$ cat src/rtl/nps_pkg.sv
// nps_pkg: shared constants and the command type of the path converter
`timescale 1ns / 1ps

package nps_pkg;

  localparam int ROOM_BITS_DEFAULT   = 16;
  localparam int QUEUE_DEPTH_DEFAULT = 4;

  localparam int BYTE_W     = 8;
  localparam int OUT_ROOM_W = 16;
  localparam int CFG_IDX_W  = 1;
  localparam int CFG_DATA_W = 16;

  localparam logic [CFG_IDX_W-1:0] REG_PATH_SEP     = 1'd0;
  localparam logic [CFG_IDX_W-1:0] REG_OUT_CAPACITY = 1'd1;

  localparam logic [BYTE_W-1:0]     PATH_SEP_RESET     = 8'd47;
  localparam logic [CFG_DATA_W-1:0] OUT_CAPACITY_RESET = 16'd4096;

  localparam logic [BYTE_W-1:0] DOT_BYTE = 8'h2E;
  localparam logic [BYTE_W-1:0] NUL_BYTE = 8'h00;

  // emission slots of one command, sent lowest slot first
  localparam int SLOT_N    = 5;
  localparam int SLOT_SEP  = 0;
  localparam int SLOT_DOT1 = 1;
  localparam int SLOT_DOT2 = 2;
  localparam int SLOT_BYTE = 3;
  localparam int SLOT_NUL  = 4;

  typedef struct packed {
    logic [SLOT_N-1:0]     slots;
    logic                  err;
    logic [BYTE_W-1:0]     sep;
    logic [BYTE_W-1:0]     data;
    logic [OUT_ROOM_W-1:0] room;
  } nps_cmd_t;

endpackage

$ cat src/rtl/nps_if.sv
// nps_if: handshake channels of the path converter
`timescale 1ns / 1ps

interface nps_in_if;
  logic       valid;
  logic       ready;
  logic [7:0] in_byte;
  logic       in_last;
  modport source (output valid, output in_byte, output in_last, input ready);
  modport sink   (input valid, input in_byte, input in_last, output ready);
endinterface

interface nps_out_if;
  logic        valid;
  logic        ready;
  logic [7:0]  out_byte;
  logic        out_last;
  logic        out_error;
  logic [15:0] out_room_left;
  modport source (output valid, output out_byte, output out_last, output out_error,
                  output out_room_left, input ready);
  modport sink   (input valid, input out_byte, input out_last, input out_error,
                  input out_room_left, output ready);
endinterface

interface nps_cfg_if;
  logic        valid;
  logic        ready;
  logic [0:0]  index;
  logic [15:0] data;
  modport source (output valid, output index, output data, input ready);
  modport sink   (input valid, input index, input data, output ready);
endinterface

$ cat src/rtl/nps_front.sv
// nps_front: name parser, room check and command generation
`timescale 1ns / 1ps

module nps_front import nps_pkg::*; #(
  parameter int ROOM_BITS = ROOM_BITS_DEFAULT
) (
  input  logic                  clk,
  input  logic                  rst,
  input  logic                  accept,
  input  logic [BYTE_W-1:0]     in_byte,
  input  logic                  in_last,
  input  logic [BYTE_W-1:0]     path_sep,
  input  logic [CFG_DATA_W-1:0] out_capacity,
  output logic                  push,
  output nps_cmd_t              cmd
);

  logic                 at_name_start;
  logic                 comp_started;
  logic [1:0]           held_dots;
  logic                 dropping;
  logic [ROOM_BITS-1:0] room_left;

  logic [ROOM_BITS-1:0] room;
  logic [SLOT_N-1:0]    slots;
  logic [1:0]           held_dots_next;
  logic                 comp_started_next;
  logic                 name_err;
  logic                 err;
  logic [2:0]           n;

  always_comb begin
    room              = at_name_start ? ROOM_BITS'(out_capacity) : room_left;
    slots             = '0;
    held_dots_next    = held_dots;
    comp_started_next = comp_started;
    name_err          = 1'b0;
    if (in_byte == NUL_BYTE) begin
      name_err          = at_name_start | in_last | (held_dots != 2'd0);
      comp_started_next = 1'b0;
    end else begin
      comp_started_next = 1'b1;
      if (!comp_started) begin
        if (in_byte == DOT_BYTE) begin
          held_dots_next = 2'd1;
        end else begin
          slots[SLOT_SEP]  = 1'b1;
          slots[SLOT_BYTE] = 1'b1;
        end
      end else if (held_dots != 2'd0) begin
        if (in_byte == DOT_BYTE && held_dots < 2'd2) begin
          held_dots_next = held_dots + 2'd1;
        end else begin
          // component proved safe: release separator and held dots
          slots[SLOT_SEP]  = 1'b1;
          slots[SLOT_DOT1] = 1'b1;
          slots[SLOT_DOT2] = (held_dots == 2'd2);
          slots[SLOT_BYTE] = 1'b1;
          held_dots_next   = 2'd0;
        end
      end else begin
        slots[SLOT_BYTE] = 1'b1;
      end
      if (in_last) begin
        if (held_dots_next != 2'd0) begin
          name_err = 1'b1;
        end else begin
          slots[SLOT_NUL] = 1'b1;
        end
      end
    end
    n = 3'(slots[0]) + 3'(slots[1]) + 3'(slots[2]) + 3'(slots[3]) + 3'(slots[4]);
    err = name_err | (ROOM_BITS'(n) > room);

    cmd.sep  = path_sep;
    cmd.data = in_byte;
    cmd.err  = err;
    if (err) begin
      cmd.slots = SLOT_N'(1) << SLOT_NUL;
      cmd.room  = OUT_ROOM_W'(room);
    end else begin
      cmd.slots = slots;
      cmd.room  = OUT_ROOM_W'(room - ROOM_BITS'(1));
    end
    push = accept && !dropping && (err || (slots != '0));
  end

  always_ff @(posedge clk) begin
    if (rst) begin
      at_name_start <= 1'b1;
      comp_started  <= 1'b0;
      held_dots     <= 2'd0;
      dropping      <= 1'b0;
    end else if (accept) begin
      if (dropping || in_last) begin
        if (in_last) begin
          at_name_start <= 1'b1;
          comp_started  <= 1'b0;
          held_dots     <= 2'd0;
          dropping      <= 1'b0;
        end
      end else begin
        at_name_start <= 1'b0;
        comp_started  <= comp_started_next;
        held_dots     <= held_dots_next;
        dropping      <= err;
      end
    end
  end

  always_ff @(posedge clk) begin
    if (accept && !dropping && !err) begin
      room_left <= room - ROOM_BITS'(n);
    end
  end

endmodule

$ cat src/rtl/nps_queue.sv
// nps_queue: small command queue between parser and emitter
`timescale 1ns / 1ps

module nps_queue import nps_pkg::*; #(
  parameter int DEPTH = QUEUE_DEPTH_DEFAULT
) (
  input  logic     clk,
  input  logic     rst,
  input  logic     push,
  input  nps_cmd_t push_cmd,
  input  logic     pop,
  output logic     full,
  output logic     not_empty,
  output nps_cmd_t head
);

  localparam int PTR_W = (DEPTH > 1) ? $clog2(DEPTH) : 1;
  localparam int CNT_W = $clog2(DEPTH + 1);

  nps_cmd_t         entries [DEPTH];
  logic [PTR_W-1:0] wr_ptr;
  logic [PTR_W-1:0] rd_ptr;
  logic [CNT_W-1:0] count;

  assign full      = (count == CNT_W'(DEPTH));
  assign not_empty = (count != '0);
  assign head      = entries[rd_ptr];

  always_ff @(posedge clk) begin
    if (rst) begin
      wr_ptr <= '0;
      rd_ptr <= '0;
      count  <= '0;
    end else begin
      if (push) begin
        wr_ptr <= (wr_ptr == PTR_W'(DEPTH - 1)) ? '0 : wr_ptr + PTR_W'(1);
      end
      if (pop) begin
        rd_ptr <= (rd_ptr == PTR_W'(DEPTH - 1)) ? '0 : rd_ptr + PTR_W'(1);
      end
      if (push && !pop) begin
        count <= count + CNT_W'(1);
      end else if (pop && !push) begin
        count <= count - CNT_W'(1);
      end
    end
  end

  always_ff @(posedge clk) begin
    if (push) begin
      entries[wr_ptr] <= push_cmd;
    end
  end

endmodule

$ cat src/rtl/nps_back.sv
// nps_back: expands commands into output bytes, one per cycle while dout.ready
`timescale 1ns / 1ps

module nps_back import nps_pkg::*; (
  input  logic             clk,
  input  logic             rst,
  input  logic             q_valid,
  input  nps_cmd_t         q_head,
  output logic             q_pop,
  nps_out_if.source        dout
);

  logic [SLOT_N-1:0]     pending;
  logic                  err;
  logic [BYTE_W-1:0]     sep;
  logic [BYTE_W-1:0]     data;
  logic [OUT_ROOM_W-1:0] room;

  logic [SLOT_N-1:0] lowest;
  logic [SLOT_N-1:0] pending_next;
  logic              xfer;
  logic              load;

  always_comb begin
    dout.valid   = (pending != '0);
    lowest       = pending & (~pending + SLOT_N'(1));
    pending_next = pending & ~lowest;
    xfer         = dout.valid && dout.ready;
    load         = (pending == '0) || (xfer && pending_next == '0);
    q_pop        = load && q_valid;

    dout.out_last      = lowest[SLOT_NUL];
    dout.out_error     = err;
    dout.out_room_left = room;
    if (lowest[SLOT_SEP]) begin
      dout.out_byte = sep;
    end else if (lowest[SLOT_DOT1] || lowest[SLOT_DOT2]) begin
      dout.out_byte = DOT_BYTE;
    end else if (lowest[SLOT_BYTE]) begin
      dout.out_byte = data;
    end else begin
      dout.out_byte = NUL_BYTE;
    end
  end

  always_ff @(posedge clk) begin
    if (rst) begin
      pending <= '0;
    end else if (load) begin
      pending <= q_valid ? q_head.slots : '0;
    end else if (xfer) begin
      pending <= pending_next;
    end
  end

  always_ff @(posedge clk) begin
    if (load) begin
      err  <= q_head.err;
      sep  <= q_head.sep;
      data <= q_head.data;
      room <= q_head.room;
    end else if (xfer) begin
      room <= room - OUT_ROOM_W'(1);
    end
  end

endmodule

$ cat src/rtl/nul_path_to_separator_path_unit.sv
// nul_path_to_separator_path_unit: top level of the nul-delimited name to path converter
`timescale 1ns / 1ps

// converts a name whose components are split by nul bytes into a separator path: every
// component goes out behind the path_sep byte and a good name closes with a nul byte.
// runs of nuls collapse; a leading or trailing nul, a component of exactly one or two
// dots, or output that would overrun out_capacity (separators and closing nul counted)
// ends the packet with one error item (byte 0, last and error set, room as before the
// failing input byte) and the rest of that name is dropped without results.
// timing: the input side takes one byte per cycle; each input byte turns into zero to
// five result items; the emitter sends one per cycle while the output is ready, so a byte
// that releases a separator and held dots keeps the emitter busy with up to five items.
// the command queue of QUEUE_DEPTH entries between parser and emitter absorbs that;
// input ready drops only while the queue is full. when the emitter is free, the first result
// of an input transfer passes a queue entry and then the emitter's pending register.
// path_sep applies from the next input byte, out_capacity from the next name.

module nul_path_to_separator_path_unit import nps_pkg::*; #(
  parameter int ROOM_BITS   = ROOM_BITS_DEFAULT,
  parameter int QUEUE_DEPTH = QUEUE_DEPTH_DEFAULT
) (
  input  logic       clk,
  input  logic       rst,
  nps_cfg_if.sink    cfg,
  nps_in_if.sink     din,
  nps_out_if.source  dout
);

  // configuration registers
  logic [BYTE_W-1:0]     path_sep;
  logic [CFG_DATA_W-1:0] out_capacity;

  // front to queue
  logic     accept;
  logic     push;
  nps_cmd_t push_cmd;

  // queue to back
  logic     q_full;
  logic     q_valid;
  logic     q_pop;
  nps_cmd_t q_head;

  // register writes always taken
  assign cfg.ready = 1'b1;

  always_ff @(posedge clk) begin
    if (rst) begin
      path_sep     <= PATH_SEP_RESET;
      out_capacity <= OUT_CAPACITY_RESET;
    end else if (cfg.valid) begin
      unique case (cfg.index)
        REG_PATH_SEP:     path_sep     <= cfg.data[BYTE_W-1:0];
        REG_OUT_CAPACITY: out_capacity <= cfg.data;
      endcase
    end
  end

  // input transfer whenever the queue has a free entry
  assign din.ready = !q_full;
  assign accept    = din.valid && din.ready;

  nps_front #(
    .ROOM_BITS (ROOM_BITS)
  ) u_front (
    .clk          (clk),
    .rst          (rst),
    .accept       (accept),
    .in_byte      (din.in_byte),
    .in_last      (din.in_last),
    .path_sep     (path_sep),
    .out_capacity (out_capacity),
    .push         (push),
    .cmd          (push_cmd)
  );

  nps_queue #(
    .DEPTH (QUEUE_DEPTH)
  ) u_queue (
    .clk       (clk),
    .rst       (rst),
    .push      (push),
    .push_cmd  (push_cmd),
    .pop       (q_pop),
    .full      (q_full),
    .not_empty (q_valid),
    .head      (q_head)
  );

  nps_back u_back (
    .clk     (clk),
    .rst     (rst),
    .q_valid (q_valid),
    .q_head  (q_head),
    .q_pop   (q_pop),
    .dout    (dout)
  );

endmodule
$ cat src/flat_wrapper.sv
// flat-port wrapper written by rule: the top's interface ports become plain ports
module nul_path_to_separator_path_unit_flat import nps_pkg::*;
#(
  parameter int ROOM_BITS   = ROOM_BITS_DEFAULT,
  parameter int QUEUE_DEPTH = QUEUE_DEPTH_DEFAULT
)
  (clk, rst, cfg_valid, cfg_index, cfg_data, cfg_ready, din_valid, din_in_byte, din_in_last, din_ready, dout_valid, dout_out_byte, dout_out_last, dout_out_error, dout_out_room_left, dout_ready);
  nps_cfg_if cfg_i ();
  nps_in_if din_i ();
  nps_out_if dout_i ();
  input  logic clk;
  input  logic rst;
  input wire logic [$bits(cfg_i.valid)-1:0] cfg_valid;
  input wire logic [$bits(cfg_i.index)-1:0] cfg_index;
  input wire logic [$bits(cfg_i.data)-1:0] cfg_data;
  output wire logic [$bits(cfg_i.ready)-1:0] cfg_ready;
  input wire logic [$bits(din_i.valid)-1:0] din_valid;
  input wire logic [$bits(din_i.in_byte)-1:0] din_in_byte;
  input wire logic [$bits(din_i.in_last)-1:0] din_in_last;
  output wire logic [$bits(din_i.ready)-1:0] din_ready;
  output wire logic [$bits(dout_i.valid)-1:0] dout_valid;
  output wire logic [$bits(dout_i.out_byte)-1:0] dout_out_byte;
  output wire logic [$bits(dout_i.out_last)-1:0] dout_out_last;
  output wire logic [$bits(dout_i.out_error)-1:0] dout_out_error;
  output wire logic [$bits(dout_i.out_room_left)-1:0] dout_out_room_left;
  input wire logic [$bits(dout_i.ready)-1:0] dout_ready;
  assign cfg_i.valid = cfg_valid;
  assign cfg_i.index = cfg_index;
  assign cfg_i.data = cfg_data;
  assign cfg_ready = cfg_i.ready;
  assign din_i.valid = din_valid;
  assign din_i.in_byte = din_in_byte;
  assign din_i.in_last = din_in_last;
  assign din_ready = din_i.ready;
  assign dout_valid = dout_i.valid;
  assign dout_out_byte = dout_i.out_byte;
  assign dout_out_last = dout_i.out_last;
  assign dout_out_error = dout_i.out_error;
  assign dout_out_room_left = dout_i.out_room_left;
  assign dout_i.ready = dout_ready;
  nul_path_to_separator_path_unit #(.ROOM_BITS(ROOM_BITS), .QUEUE_DEPTH(QUEUE_DEPTH)) u_core (.clk(clk), .rst(rst), .cfg(cfg_i), .din(din_i), .dout(dout_i));
endmodule
$ cat config.mk
export PLATFORM = sky130hd
export DESIGN_NAME = nul_path_to_separator_path_unit_flat
export DESIGN_NICKNAME = d
export VERILOG_FILES = /design/src/rtl/nps_pkg.sv /design/src/rtl/nps_if.sv /design/src/rtl/nps_front.sv /design/src/rtl/nps_queue.sv /design/src/rtl/nps_back.sv /design/src/rtl/nul_path_to_separator_path_unit.sv /design/src/flat_wrapper.sv
export SDC_FILE = /design/constraint.sdc
export NUM_CORES = 1
export LEC_CHECK = 0
export ABC_AREA = 1
export BUFFER_PORTS_ARGS = -buffer_cell sky130_fd_sc_hd__buf_2
export CAP_MARGIN = 20
export CORE_ASPECT_RATIO = 0.7
export CORE_MARGIN = 2
export CORE_UTILIZATION = 50
export DETAILED_ROUTE_END_ITERATION = 7
export PLACE_DENSITY = 0.75
export SYNTH_ARGS = -nofsm -noshare
export SYNTH_HDL_FRONTEND = slang
export SYNTH_HIERARCHICAL = 1
export SYNTH_SLANG_ARGS = --single-unit
$ cat constraint.sdc
create_clock -name clk -period 5.26 [get_ports clk]
set_clock_uncertainty 0.2 [all_clocks]
set_input_delay 0.526 -clock clk [delete_from_list [all_inputs] [get_ports clk]]
set_output_delay 0.526 -clock clk [all_outputs]
set_load 0.03 [all_outputs]
==> impl_metrics.json <==
{
  "drc": 0,
  "synthFlopType": "edfxtp_1",
  "whs_path_depth": 3,
  "slowest_delay_ps": 540,
  "place_congestion": 0.847,
  "io-pin-count": 60,
  "grt_pass1_vias": 7282,
  "fp.dieH_um": 130,
  "yosys_warnings": 6,
  "track_usage_pct": 20.7,
  "critPathLaunchType": "flop",
  "vias": 7776,
  "cpMaxStageDelayCell": "fa_1",
  "reg2reg_depth": 30,
  "critical_path_class": "flop to flop",
  "yosysSeqAreaShare_pct": 61.1,
  "ys_seq_elements": 244,
  "synth_top_cell_by_area": "edfxtp_1",
  "wl_um": 24100,
  "power_density_mw_per_mm2": 543,
  "fin_util_pct": 56.6,
  "gr-total-overflow": 0,
  "hp-class": "input pin to flop",
  "core_area_mm2": 0.0219,
  "arrival_ps": 5120,
  "numCtsBuffers": 23,
  "antenna_left": 0,
  "clkLatencyLatePin_ps": 510,
  "synth_area_mm2": 0.0113,
  "synth_cells": 1090,
  "clk_pin_slew_worst_paths_ps": 60,
  "vias_per_cell": 5.41,
  "cts_tree": "done",
  "die-area_mm2": 0.0238,
  "final_cell_mix": "edfxtp_1 (201), nor2_1 (183), nand2_1 (178)",
  "relSlewSlack_pct": 39.4,
  "ys_top_cells_by_area": "edfxtp_1 (54%), dfxtp_1 (7.6%), nor2_1 (6.2%), nand2_1 (5.9%), o21ai_0 (4.6%)",
  "syn-num-nets": 1140,
  "htreeDepth": 1,
  "leakagePower_nw": 4.88,
  "cts_setup_buffers": 0,
  "setup_tns_ps": 0,
  "clock_sinks": 244,
  "path_common_cell": "inv_1",
  "critPathRequiredTime_ps": 5470,
  "hpwl_um": 16100,
  "diodes": 0,
  "wl_per_cell_um": 16.8,
  "dp.cells": 1396,
  "antenna_found_initial": 1,
  "min_period_over_period_pct": 93.3,
  "synth_edf_count": 201,
  "end_kind": "flop",
  "tightest_slew_ps": 909,
  "clock_path_buffers": 3,
  "cap_viol_max_count": 0,
  "status": "completed",
  "place_area_mm2": 0.0117,
  "portBuffers": 58,
  "first_pass_iters": 8,
  "peakVddDrop_mv": 0.271,
  "root_buffer": "clkbuf_16",
  "mostFrequentLayoutCell": "edfxtp_1",
  "layout.nets": 1189,
  "synth.avg_cell_area_um2": 10.3,
  "fin_area_mm2": 0.0124,
  "cp_max_fo": 5,
  "start_util_pct": 51.5,
  "grt_max_degree": 77,
  "hold_viol": 0,
  "synth-async-reset-ratio_pct": 0,
  "instances_no_fill": 1437,
  "final_layout_size_suffix_gt1_share_pct": 14.5,
  "fp-row-count": 45,
  "setup_viol": 0,
  "drv_slew": 0,
  "dieWidth_um": 184,
  "worst_hold_slack_ps": 31.5,
  "synth.top_cell.area_share_pct": 53.5,
  "fin_crit_ps": 4910,
  "drtIter0Drc": 767,
  "grt_pass1_wl_um": 38300,
  "fmax_ghz": 0.204,
  "area_delta_synth_final_pct": 9.95,
  "yosys.cell_types.count": 44
}
[stage by stage]
step	setup WS [ps]	total power, mW
after global placement	113	5.13
after floorplan	29.1	4.61
after detailed placement	-194	5.20
after CTS	67.8	6.75
after global routing	-17.6	7.14
final	351	6.73
[cells in the mapped netlist (all sizes together) (4+ instances only)]
library cell and count:
edfxtp 201, nand2 194, nor2 194, o21ai 120, inv 94, buf 44
dfxtp 43, o22ai 38, nand3 36, xor2 26, a21oi 20, ha 15
clkbuf 13, nor3 10, a31oi 8, xnor2 8, nand4 6, or2 5
fa 4, o21bai 4
[layout make-up]
type / instances / area [µm²]
inverters: 95 / 369
fillers: 1818 / 9500
repair buffers: 81 / 513
flip-flops and latches: 244 / 6900
clock inverters: 11 / 81.3
well taps: 282 / 353
multi-input cells: 694 / 3580
clock buffers: 30 / 602
[power by group]
part | internal (mW) | leakage, nW | switching, mW
sequential | 2.68 | 2.23 | 0.185
clock | 0.856 | 0.332 | 0.680
combinational | 0.672 | 2.31 | 1.66
[final timing paths]
| check | to | from | slack [ps] |
|---|---|---|---|
| hold / removal | u_core/out_capacity[12] | cfg_data[12] | 30 |
| setup / recovery | u_core/u_queue/count[2] | u_core/u_front/held_dots[1] | 350 |
| setup reg to reg | u_core/u_queue/count[2] | u_core/u_front/held_dots[1] | 350 |
| hold reg to reg | u_core/u_front/dropping | u_core/u_front/dropping | 280 |
[flip-flops by register name, summed over array words and instances, names as in the netlist, 5 cells and up, named ones only]
name and count:
u_core/u_queue/entries 152, u_core/out_capacity 16, u_core/u_back/dout.out_room_left 16, u_core/u_front/room_left 16, u_core/path_sep 8, u_core/u_back/data 8
u_core/u_back/sep 8, u_core/u_back/pending 5
[what timing repair did]
item	in CTS	in global routing
setup endpoints to repair	0	4
hold buffers	0	0
gates resized for setup	0	11
[layer usage]
layer  GRT usage [%]  up-vias  part of all wire (%)
met1            31.2     3641                    48
li1                -     3780                     -
met4            5.98        2                   2.4
met5               0        -                 0.046
met3            3.68       43                   8.7
met2            30.8      310                    41
[critical path, delay by kind of cell, from the launching register on]
| kind | cells | cell delay, ps |
|---|---|---|
| buffers and inverters | 8 | 580 |
| flip-flops | 1 | 340 |
| AO/OA/AOI/OAI | 2 | 250 |
| AND/OR/NAND/NOR | 13 | 1130 |
| adder cells (fa/ha/maj) | 7 | 2310 |
[cells by family after synthesis]
logic type	count (synthesis)	share of synthesized area (%)
compound gates	192	9.31
flops	244	61.1
other cells	1	0.0332
buf+inv	152	7.33
xor+xnor	34	2.64
simple gates	447	17.0
mux	1	0.122
fa+ha+maj	19	2.37
Note: power is estimated with default switching activity, not from simulation.
